<file path="src/rtl/vlbp_pkg.sv">
// Shared types and constants for the variable-length bit packer.
// No dependencies; every other file in this block imports it.
package vlbp_pkg;

  localparam int BYTE_BITS       = 8;
  localparam int CODE_FIELD_BITS = 20;
  localparam int LEN_W           = 5;
  // 7 pending bits plus a 20-bit code fit in four bytes.
  localparam int WORD_BITS       = 32;
  localparam int NBYTES_W        = 3;
  localparam int BIDX_W          = 2;
  localparam int QUEUE_DEPTH     = 2;

  localparam logic ACT_APPEND = 1'b0;
  localparam logic ACT_FLUSH  = 1'b1;

  // One queued request: stream bits left-aligned, earliest bit in the MSB.
  typedef struct packed {
    logic [WORD_BITS-1:0] word;
    logic [NBYTES_W-1:0]  nbytes;
  } vlbp_entry_t;

  // Queue status seen by both sides.
  typedef struct packed {
    logic full;
    logic empty;
  } vlbp_qstat_t;

endpackage

</file>
<file path="src/rtl/vlbp_front.sv">
// Front end: accepts code words, merges them with the pending bits and
// hands whole/flushed bytes to the queue. Depends on vlbp_pkg.
module vlbp_front #(
  parameter int MAX_CODE_LEN = 20
) (
  input  logic                               clk,
  input  logic                               rst_n,
  input  logic                               in_valid,
  output logic                               in_ready,
  input  logic                               in_action,
  input  logic [vlbp_pkg::CODE_FIELD_BITS-1:0] in_code_value,
  input  logic [vlbp_pkg::LEN_W-1:0]           in_code_len,
  input  vlbp_pkg::vlbp_qstat_t                q_stat,
  output logic                               push,
  output vlbp_pkg::vlbp_entry_t                push_entry
);
  import vlbp_pkg::*;

  localparam int LIM = (MAX_CODE_LEN < CODE_FIELD_BITS) ? MAX_CODE_LEN : CODE_FIELD_BITS;

  logic [BYTE_BITS-1:0]       pend_r, pend_nxt;
  logic [2:0]                 pc_r, pc_nxt;
  logic [LEN_W-1:0]           len_c;
  logic [CODE_FIELD_BITS-1:0] rev_code, keep_mask, code_top;
  logic [WORD_BITS-1:0]       word, shifted;
  logic [5:0]                 total;
  logic [2:0]                 nfull, rem;
  logic                       flush_now, accept;

  always_comb begin
    for (int i = 0; i < CODE_FIELD_BITS; i++) begin
      rev_code[CODE_FIELD_BITS-1-i] = in_code_value[i];
    end
  end

  assign len_c     = (in_code_len > LEN_W'(LIM)) ? LEN_W'(LIM) : in_code_len;
  assign keep_mask = ~({CODE_FIELD_BITS{1'b1}} >> len_c);
  assign code_top  = rev_code & keep_mask;
  // Pending bits on top, new code bits right behind them.
  assign word = {pend_r, {(WORD_BITS-BYTE_BITS){1'b0}}}
              | ({code_top, {(WORD_BITS-CODE_FIELD_BITS){1'b0}}} >> pc_r);
  assign total     = {3'b000, pc_r} + {1'b0, len_c};
  assign nfull     = total[5:3];
  assign rem       = total[2:0];
  assign flush_now = (in_action == ACT_FLUSH) && (rem != 3'd0);
  assign shifted   = word << {nfull, 3'b000};

  assign in_ready = !q_stat.full;
  assign accept   = in_valid && in_ready;

  assign push_entry.word   = word;
  assign push_entry.nbytes = nfull + {2'b00, flush_now};
  assign push              = accept && (push_entry.nbytes != '0);

  always_comb begin
    pend_nxt = pend_r;
    pc_nxt   = pc_r;
    if (accept) begin
      if (in_action == ACT_FLUSH) begin
        pend_nxt = '0;
        pc_nxt   = '0;
      end else begin
        pend_nxt = shifted[WORD_BITS-1 -: BYTE_BITS];
        pc_nxt   = rem;
      end
    end
  end

  always_ff @(posedge clk) begin
    if (!rst_n) begin
      pend_r <= '0;
      pc_r   <= '0;
    end else begin
      pend_r <= pend_nxt;
      pc_r   <= pc_nxt;
    end
  end

endmodule

</file>
<file path="src/rtl/vlbp_queue.sv">
// Short request queue between front and back end.
// Depends on vlbp_pkg for the entry type.
module vlbp_queue (
  input  logic                  clk,
  input  logic                  rst_n,
  input  logic                  push,
  input  vlbp_pkg::vlbp_entry_t push_entry,
  input  logic                  pop,
  output vlbp_pkg::vlbp_entry_t head,
  output vlbp_pkg::vlbp_qstat_t stat
);
  import vlbp_pkg::*;

  localparam int PTR_W = (QUEUE_DEPTH > 1) ? $clog2(QUEUE_DEPTH) : 1;
  localparam int CNT_W = $clog2(QUEUE_DEPTH + 1);

  vlbp_entry_t        mem [QUEUE_DEPTH];
  logic [PTR_W-1:0]   wr_ptr_r, wr_ptr_nxt, rd_ptr_r, rd_ptr_nxt;
  logic [CNT_W-1:0]   cnt_r, cnt_nxt;

  assign head       = mem[rd_ptr_r];
  assign stat.full  = (cnt_r == CNT_W'(QUEUE_DEPTH));
  assign stat.empty = (cnt_r == '0);

  always_comb begin
    wr_ptr_nxt = wr_ptr_r;
    rd_ptr_nxt = rd_ptr_r;
    cnt_nxt    = cnt_r;
    if (push) begin
      wr_ptr_nxt = (wr_ptr_r == PTR_W'(QUEUE_DEPTH-1)) ? '0 : wr_ptr_r + 1'b1;
    end
    if (pop) begin
      rd_ptr_nxt = (rd_ptr_r == PTR_W'(QUEUE_DEPTH-1)) ? '0 : rd_ptr_r + 1'b1;
    end
    if (push && !pop) begin
      cnt_nxt = cnt_r + 1'b1;
    end else if (pop && !push) begin
      cnt_nxt = cnt_r - 1'b1;
    end
  end

  always_ff @(posedge clk) begin
    if (push) begin
      mem[wr_ptr_r] <= push_entry;
    end
  end

  always_ff @(posedge clk) begin
    if (!rst_n) begin
      wr_ptr_r <= '0;
      rd_ptr_r <= '0;
      cnt_r    <= '0;
    end else begin
      wr_ptr_r <= wr_ptr_nxt;
      rd_ptr_r <= rd_ptr_nxt;
      cnt_r    <= cnt_nxt;
    end
  end

endmodule

</file>
<file path="src/rtl/vlbp_back.sv">
// Back end: walks the bytes of the head request into the output register.
// Depends on vlbp_pkg.
module vlbp_back (
  input  logic                           clk,
  input  logic                           rst_n,
  input  vlbp_pkg::vlbp_entry_t          head,
  input  vlbp_pkg::vlbp_qstat_t          q_stat,
  output logic                           pop,
  output logic                           out_valid,
  input  logic                           out_ready,
  output logic [vlbp_pkg::BYTE_BITS-1:0] out_byte,
  output logic                           out_last_of_run
);
  import vlbp_pkg::*;

  logic                 out_valid_r;
  logic [BYTE_BITS-1:0] out_byte_r;
  logic                 last_r;
  logic [BIDX_W-1:0]    idx_r;
  logic [WORD_BITS-1:0] sel_word;
  logic                 load, is_last;

  assign load     = !q_stat.empty && (!out_valid_r || out_ready);
  assign sel_word = head.word << {idx_r, 3'b000};
  assign is_last  = ({1'b0, idx_r} + 1'b1) == head.nbytes;
  assign pop      = load && is_last;

  always_ff @(posedge clk) begin
    if (!rst_n) begin
      out_valid_r <= 1'b0;
      idx_r       <= '0;
    end else if (load) begin
      out_valid_r <= 1'b1;
      idx_r       <= is_last ? '0 : idx_r + 1'b1;
    end else if (out_ready) begin
      out_valid_r <= 1'b0;
    end
  end

  // Payload needs no reset.
  always_ff @(posedge clk) begin
    if (load) begin
      out_byte_r <= sel_word[WORD_BITS-1 -: BYTE_BITS];
      last_r     <= is_last;
    end
  end

  assign out_valid       = out_valid_r;
  assign out_byte        = out_byte_r;
  assign out_last_of_run = last_r;

endmodule

</file>
<file path="src/rtl/variable_length_bit_packer.sv">
// Variable-length bit packer: appends 0..20-bit codes (LSB of the code first) to a
// bit stream and emits it as bytes, earliest bit in bit 7, zero padding a flushed
// tail. The front end takes one item per cycle while its two-entry queue has room;
// the back end emits one byte per cycle while out_ready does not stall it, and an
// item yields 0 to 4 bytes (at most 3 full bytes per item), so the sustained
// rate is set by the byte count through the output register.
// Depends on vlbp_pkg, vlbp_front, vlbp_queue and vlbp_back.
module variable_length_bit_packer #(
  parameter int MAX_CODE_LEN = 20
) (
  input  logic                                 clk,
  input  logic                                 rst_n,
  input  logic                                 in_valid,
  output logic                                 in_ready,
  input  logic                                 in_action,
  input  logic [vlbp_pkg::CODE_FIELD_BITS-1:0] in_code_value,
  input  logic [vlbp_pkg::LEN_W-1:0]           in_code_len,
  output logic                                 out_valid,
  input  logic                                 out_ready,
  output logic [vlbp_pkg::BYTE_BITS-1:0]       out_byte,
  output logic                                 out_last_of_run
);
  import vlbp_pkg::*;

  vlbp_entry_t push_entry, head;
  vlbp_qstat_t q_stat;
  logic        push, pop;

  vlbp_front #(
    .MAX_CODE_LEN(MAX_CODE_LEN)
  ) u_front (
    .clk          (clk),
    .rst_n        (rst_n),
    .in_valid     (in_valid),
    .in_ready     (in_ready),
    .in_action    (in_action),
    .in_code_value(in_code_value),
    .in_code_len  (in_code_len),
    .q_stat       (q_stat),
    .push         (push),
    .push_entry   (push_entry)
  );

  vlbp_queue u_queue (
    .clk       (clk),
    .rst_n     (rst_n),
    .push      (push),
    .push_entry(push_entry),
    .pop       (pop),
    .head      (head),
    .stat      (q_stat)
  );

  vlbp_back u_back (
    .clk            (clk),
    .rst_n          (rst_n),
    .head           (head),
    .q_stat         (q_stat),
    .pop            (pop),
    .out_valid      (out_valid),
    .out_ready      (out_ready),
    .out_byte       (out_byte),
    .out_last_of_run(out_last_of_run)
  );

endmodule

</file>
<file path="config.mk">
export PLATFORM = sky130hd
export DESIGN_NAME = variable_length_bit_packer
export DESIGN_NICKNAME = d
export VERILOG_FILES = /design/src/rtl/vlbp_pkg.sv /design/src/rtl/vlbp_front.sv /design/src/rtl/vlbp_queue.sv /design/src/rtl/vlbp_back.sv /design/src/rtl/variable_length_bit_packer.sv
export SDC_FILE = /design/constraint.sdc
export NUM_CORES = 1
export LEC_CHECK = 0
export BUFFER_PORTS_ARGS = -buffer_cell sky130_fd_sc_hd__buf_2
export CELL_PAD_IN_SITES_DETAIL_PLACEMENT = 1
export CELL_PAD_IN_SITES_GLOBAL_PLACEMENT = 2
export CORE_ASPECT_RATIO = 1.5
export CORE_MARGIN = 8
export CORE_UTILIZATION = 40
export CTS_BUF_LIST = sky130_fd_sc_hd__clkbuf_4
export CTS_CLUSTER_DIAMETER = 200
export DETAILED_ROUTE_END_ITERATION = 12
export GPL_TIMING_DRIVEN = 0
export PLACE_DENSITY_LB_ADDON = 0.1
export SLEW_MARGIN = 20
export SYNTH_ARGS = -nofsm -noshare
export SYNTH_HDL_FRONTEND = slang
export SYNTH_SLANG_ARGS = --single-unit
</file>
<file path="constraint.sdc">
create_clock -name clk -period 8.5 [get_ports clk]
set_clock_uncertainty 0.1 [all_clocks]
set_input_delay 1.7 -clock clk [delete_from_list [all_inputs] [get_ports clk]]
set_output_delay 1.7 -clock clk [all_outputs]
set_load 0.05 [all_outputs]
</file>
==> impl_metrics.yaml, run 1 <==
synthesis:
  ys_types: 77
  ys_warn_count: 0
  ys_seq_elements: 88
  synthArstFlopShare_pct: 0
  synth.largest_area_cell: "edfxtp_1"
  synthCells: 435
  netlist_area_um2: 5060
  synth_edf_count: 69
  synth_top_flop_cell: "edfxtp_1"
  synthTopCellsByCount: "69 x edfxtp_1, 23 x nor2_1, 21 x nand2_1, 19 x dfxtp_1, 18 x mux4_2"
  avgSynthCellArea_um2: 11.6
  synthTopCellsByArea: "edfxtp_1 41%, mux4_2 8.0%, dfxtp_1 7.5%"
  yosysSeqAreaShare_pct: 48.4
  yosys.cell_count.top_type: "edfxtp_1"
  syn-num-nets: 472
  yosysTopAreaCellShare_pct: 40.9
pwr:
  peakVddDrop_mv: 0.0668
  p_comb_share_pct: 39.5
  power_w: 0.00137
  seq_power_share_pct: 45.6
  p_per_area_nw_per_um2: 245
  pwr-share-clk_pct: 15.0
  switching_share_pct: 37.6
  p_leak_nw: 2.02
  p_int_w: 0.000855
  p_switching_w: 0.000515
sta:
  finalHoldViolCount: 0
  tightest_slew_ps: 863
  period_minus_slack_ps: 5610
  rsz0062_at_grt: "no"
  fin_tns_setup_ps: 0
  setup_slack_ps: 2890
  finalSetupViolCount: 0
  max_freq_ghz: 0.178
  finalCritPeriodShare_pct: 66.0
  drv_slew: 0
  max_slew_margin_pct: 42.1
cells_and_area:
  drive_gt1_share_pct: 24.1
  nFillCells: 1380
  nets: 525
  syn_to_final_growth_pct: 10.6
clock_tree:
  post_cts_buffers: 0
  cts_buffers: 9
  cts_root_buffer: "clkbuf_4"
  cts_resized: 0
  hold_buffers: 0
  numClockSinks: 88
  clk_latency_ps: 410
  htreeDepth: 3
  cts_tree: "yes"
  cts.clk_slew.worst_paths_ps: 120
  clk_path_buf_depth: 2
global_routing:
  grt_pass1_wl_um: 24100
  antenna_found_initial: 1
  grt_start_max_net_pins: 31
  grt_usage_pct: 18.9
  grt_overflow_total: 0
  grt_pass1_vias: 4278
detailed_routing:
  vias_per_cell: 6.02
  drt-initial-drc-count: 203
  antenna_left: 0
  vias: 3912
  drc: 0
  wl_per_cell_um: 23.4
  firstDrtPassIters: 4
  drt_wl_total_um: 15200
worst_setup_path:
  critical_path_arrival_ps: 5640
  worstRegToRegCells: 16
  cp_cell_sequence: "buf_6 -> buf_6 -> buf_2 -> a21o_1 -> ha_1 -> a31oi_1 -> nand2_1 -> xor2_2 -> inv_1 -> ha_1 -> ha_1 -> nor3_1 -> nor3_2 -> buf_4 -> buf_4 -> buf_4"
  path_max_fanout: 10
  crit_path_end_kind: "register"
  path_class: "in2reg"
  max_stage_delay_ps: 450
  crit_required_ps: 8530
  cp_slowest_cell: "nor3_2"
  startpoint_type: "primary input"
status:
  status: "completed"
floorplan:
  fp.dieW_um: 108
  rows: 50
  die-area_um2: 16600
  start_util_pct: 40.7
  die_h_um: 154
  core_area_um2: 12400
  ios: 41
min_path:
  holdPathStages: 2
  hold_path.class: "reg2reg"
place:
  port_buffers: 39
  pre_cts_ws_ps: 2380
  routabilityCongestion: 0.915
  hpwlAfterDp_um: 12200
flow_run:
  cap_viol_max_count: 0
[cell usage in the layout (no fill, tap or decap), drive strengths merged, types with 4 or more instances in the layout]
cell type,instances
inv,19
buf,63
a211oi,8
mux2,8
a31oi,6
and2,8
a21o,7
nor3,14
nand2,21
mux2i,15
nor2,23
o211ai,6
a311oi,4
or2,4
a21oi,13
or3,8
ha,7
nor4,5
nor3b,4
clkbuf,28
nand2b,6
dfxtp,19
o31ai,5
xor2,5
edfxtp,69
o311ai,5
o22ai,8
xnor2,5
o21ai,20
mux4,18
nand3,5
[flip-flops by register name, summed over array words and instances (netlist names), named ones only]
signal                  cells
u_front.pend_r              8
u_back.idx_r                2
u_queue.cnt_r               2
u_back.out_valid            1
u_back.out_last_of_run      1
u_queue.wr_ptr_r            1
u_front.pc_r                3
u_queue.rd_ptr_r            1
u_back.out_byte             8
u_queue.mem                60
[worst paths after layout]
kind / start / slack (ps) / to
max: in_code_len[4] / 2890 / u_queue.mem[0][21]
min: u_front.pend_r[6] / 400 / u_front.pend_r[6]
max reg2reg: u_front.pc_r[1] / 3850 / u_queue.mem[0][21]
min reg2reg: u_front.pend_r[6] / 400 / u_front.pend_r[6]
[metrics by stage]
step	std cells	area [um2]	hold WS (ps)	util, %
floorplan	435	5060	322	-
global placement	630	5450	332	43.8
detailed placement	633	5480	368	44.0
CTS	649	5600	397	45.0
global route	650	5600	415	45.0
finish	650	5600	399	45.0
[worst max-delay path, delay by kind of cell]
kind                       cells  cell delay [ps]
buffers and inverters          7             1440
adders and majority gates      3              910
and+or+nand+nor                3              740
xor gates and xnor gates       1              430
AOI/OAI and AO/OA              2              380
[final cells by class]
type	count	area, um2	share of cell area, %
Antenna cell	1	2.50	0.0447
Timing Repair Buffer	42	218	3.89
Sequential cell	88	2450	43.8
Tap cell	156	195	3.48
Multi-Input combinational cell	292	2350	42.0
Clock buffer	13	97.6	1.74
Buffer	36	193	3.44
Inverter	19	71.3	1.27
Clock inverter	3	20.0	0.357
[power by group through the flow]
| stage | sequential [W] | clock [W] | combinational (W) |
|---|---|---|---|
| 2_1_floorplan | 0.000718 | 0 | 0.000311 |
| 3_3_place_gp | 0.000632 | 0 | 0.000527 |
| 3_5_place_dp | 0.000636 | 0 | 0.000546 |
| 4_1_cts | 0.000626 | 0.000214 | 0.000547 |
| 5_1_grt | 0.000635 | 0.000230 | 0.000585 |
| 6_report | 0.000624 | 0.000205 | 0.000541 |
[cells by family (layout without fill, tap and decap cells)]
group,count (synthesis),in the layout,synth area share (%)
compound gates,122,122,18.1
xor+xnor,10,10,1.88
fa+ha+maj,7,7,1.73
buf+inv,55,113,5.21
flops,88,88,48.4
mux,41,41,12.8
other cells,0,1,0
simple gates,112,112,11.9
[layer usage]
layer  wire length [um]  track usage (%)  share of wire, %
met1               5700             19.5                37
met4                794             11.4               5.2
met3                514             2.76               3.4
met2               8200             34.5                54
met5                  0                0                 0
Power figures use the tool's default switching activity.
==> run 2: changes to the inputs <==
ABC_AREA = 1   (was default)
CORE_UTILIZATION = 34   (was 40)
clock period = 4.5 ns   (was 8.5 ns; I/O delays follow)
==> impl_metrics.yaml, run 2 <==
cells_and_area:
  top_register: "u_queue.mem"
  final_common_cell: "nand2_1"
  largest_reg_flops: 60
  fin_cells: 808
  nets: 674
  drive_gt1_share_pct: 12.1
  syn_to_final_growth_pct: 12.3
  nFillCells: 1691
  final_cell_mix: "121 x nand2_1, 92 x nand3_1, 69 x edfxtp_1, 65 x nor2_1"
detailed_routing:
  drt-initial-drc-count: 134
  drc: 0
  vias_per_cell: 5.30
  antenna_left: 0
  wl_per_cell_um: 19.5
  firstDrtPassIters: 4
  drt_wl_total_um: 15800
  vias: 4283
worst_setup_path:
  cp_slowest_cell: "o31ai_4"
  path_class: "in2reg"
  critical_path_arrival_ps: 4510
  worst-path-buf-inv: 5
  reg2reg_from: "u_front.pc_r[1]"
  crit_required_ps: 4750
  crit_top_cell: "ha_1"
  path_delay_family: "adder cells"
  max_stage_delay_ps: 370
  startpoint_type: "primary input"
  cp_cell_sequence: "buf_2 -> nor2_1 -> nor2_2 -> nand2_2 -> nand2_1 -> inv_1 -> ha_1 -> ha_1 -> inv_1 -> nand2_1 -> xor2_1 -> o31ai_1 -> inv_1 -> ha_1 -> ha_1 -> o31ai_4 -> inv_1 -> ha_1 -> a21oi_1 -> o21ai_0 -> o21ai_0 -> a21oi_1"
  crit_path_end_kind: "register"
  worstRegToRegCells: 20
  r2r_slack_ps: 690
  r2r_end: "u_queue.cnt_r[1]"
  path_max_fanout: 10
sta:
  finalSetupViolCount: 0
  drv_slew: 0
  rsz0062_at_grt: "no"
  max_slew_margin_pct: 41.2
  max_freq_ghz: 0.235
  tightest_slew_ps: 882
  finalHoldViolCount: 0
  finalCritPeriodShare_pct: 94.6
  whs_ps: 382
  period_minus_slack_ps: 4260
synthesis:
  synth_fa_ha_area_share_pct: 1.83
  ys_warn_count: 0
  synthTopCellsByCount: "121 x nand2_1, 92 x nand3_1, 69 x edfxtp_1, 67 x nor2_1"
  synthCells: 585
  yosysTopAreaCellShare_pct: 43.3
  syn-num-nets: 622
  synth_top_flop_cell: "edfxtp_1"
  yosys.area_share.simple_pct: 27.6
  synth_compound_area_share_pct: 12.5
  netlist_area_um2: 4780
  synth_mux_area_share_pct: 0
  synth_edf_count: 69
  synthTopCellsByArea: "edfxtp_1 43%, nand3_1 9.6%, nand2_1 9.5%"
  yosysSeqAreaShare_pct: 51.3
  ys_seq_elements: 88
  synth_top_family_by_area: "simple AND/OR/NAND/NOR gates"
  avgSynthCellArea_um2: 8.17
  yosys.cell_count.top_type: "nand2_1"
  synthArstFlopShare_pct: 0
  synth-xor-area-share_pct: 0.733
  ys_types: 33
  synth.largest_area_cell: "edfxtp_1"
place:
  hpwlAfterDp_um: 12700
  port_buffers: 39
  dp_cells: 791
  routabilityCongestion: 0.854
global_routing:
  grt_start_max_net_pins: 24
  grt_pass1_vias: 4573
  antenna_found_initial: 1
  grt_overflow_total: 0
  grt_usage_pct: 18.1
  grt_pass1_wl_um: 25000
min_path:
  hold_start: "u_front.pend_r[3]"
  hold_path.class: "reg2reg"
  hold-path-endpoint: "u_front.pend_r[3]"
  holdPathStages: 2
floorplan:
  die-area_um2: 18200
  ios: 41
  start_util_pct: 34.5
  fp.dieW_um: 113
  die_h_um: 161
  rows: 53
  core_area_um2: 13900
clock_tree:
  clk_latency_ps: 440
  post_cts_buffers: 0
  hold_buffers: 0
  cts_tree: "yes"
  cts_root_buffer: "clkbuf_4"
  htreeDepth: 3
  cts_buffers: 9
  numClockSinks: 88
  clk_path_buf_depth: 2
  cts.clk_slew.worst_paths_ps: 140
pwr:
  p_int_w: 0.00152
  p_switching_w: 0.00113
  switching_share_pct: 42.7
  p_per_area_nw_per_um2: 494
  p_comb_share_pct: 41.9
  pwr-share-clk_pct: 13.8
  p_leak_nw: 2.16
  seq_power_share_pct: 44.2
  peakVddDrop_mv: 0.154
status:
  status: "completed"
flow_run:
  cap_viol_max_count: 0
## run 2: changes by cell type in the layout (fill, tap and decap cells not counted), sizes merged, moves of 12 or more
cell	previous run	this run
nand3	5	93
a21oi	13	25
o21ai	20	54
nor3	14	2
mux2i	15	0
nor2	23	69
buf	63	46
inv	19	51
nand2	21	128
mux4	18	0
## run 2: power groups by stage
stage                     registers, W  logic, W  clock network, W
after global placement         0.00119   0.00106                 0
after global routing           0.00119   0.00123          0.000415
after floorplan                0.00135  0.000579                 0
after CTS                      0.00118   0.00113          0.000384
final                          0.00117   0.00111          0.000367
after detailed placement       0.00120   0.00113                 0
## run 2: logic make-up (layout without fill, tap and decap cells)
| logic type | count (synthesis) | count (layout) |
|---|---|---|
| other | 0 | 1 |
| flip-flops | 88 | 88 |
| buffers and inverters | 77 | 134 |
| AO/OA/AOI/OAI | 106 | 106 |
| AND/OR/NAND/NOR | 303 | 303 |
| adder cells (fa/ha/maj) | 7 | 7 |
| XOR/XNOR | 4 | 4 |
## run 2: layout make-up
class	instances	area [um2]	area share, %
Tap cell	165	206	3.84
Buffer	29	111	2.07
Inverter	48	180	3.36
Clock inverter	7	36.3	0.676
Clock buffer	9	67.6	1.26
Sequential cell	88	2450	45.7
Antenna cell	1	2.50	0.0466
Multi-Input combinational cell	420	2070	38.6
Timing Repair Buffer	41	243	4.52
## run 2: worst reg2reg max path, delay by kind of cell, from the launching register on
| kind | cells | cell delay (ps) |
|---|---|---|
| adders and majority gates | 4 | 1020 |
| xor gates and xnor gates | 1 | 90 |
| AOI/OAI and AO/OA | 6 | 1010 |
| DFF | 1 | 340 |
| buffers and inverters | 6 | 840 |
| and+or+nand+nor | 3 | 300 |
## run 2: metal layers
| metal | global-route usage [%] | vias up | share of wire, % |
|---|---|---|---|
| met3 | 2.47 | 39 | 2.5 |
| met4 | 12.5 | 0 | 5.9 |
| met1 | 17.8 | 2048 | 37 |
| met2 | 33.9 | 77 | 54 |
| met5 | 0 | - | 0 |
| li1 | - | 2119 | - |
## run 2: worst max path at each step
stage | startpoint | endpoint | slack (ps) | depth (start not counted)
floorplan | in_code_len[3] | u_queue.mem[1][0] | 280 | 17
global placement | in_code_len[3] | u_queue.mem[1][13] | -650 | 17
detailed placement | in_code_len[3] | u_queue.cnt_r[1] | -640 | 22
CTS | in_code_len[3] | u_queue.cnt_r[1] | 120 | 22
global route | in_code_len[3] | u_queue.cnt_r[1] | 20 | 22
finish | in_code_len[3] | u_queue.cnt_r[1] | 240 | 22
## run 2: per-stage QoR
stage | TNS (ps) | util (%) | setup WS [ps] | total power (W) | area (um2)
after floorplan | 0 | - | 281 | 0.00193 | 4790
after detailed placement | -11240 | 37.9 | -643 | 0.00232 | 5250
after global routing | 0 | 38.7 | 22.0 | 0.00284 | 5370
final | 0 | 38.7 | 241 | 0.00265 | 5370
after CTS | 0 | 38.7 | 117 | 0.00269 | 5360
after global placement | -38680 | 37.4 | -653 | 0.00226 | 5190
## run 2: repair_timing
item,CTS,global route
pin swaps,0,0
gates resized for setup,1,1
setup endpoints to repair,1,1
gates cloned,0,0
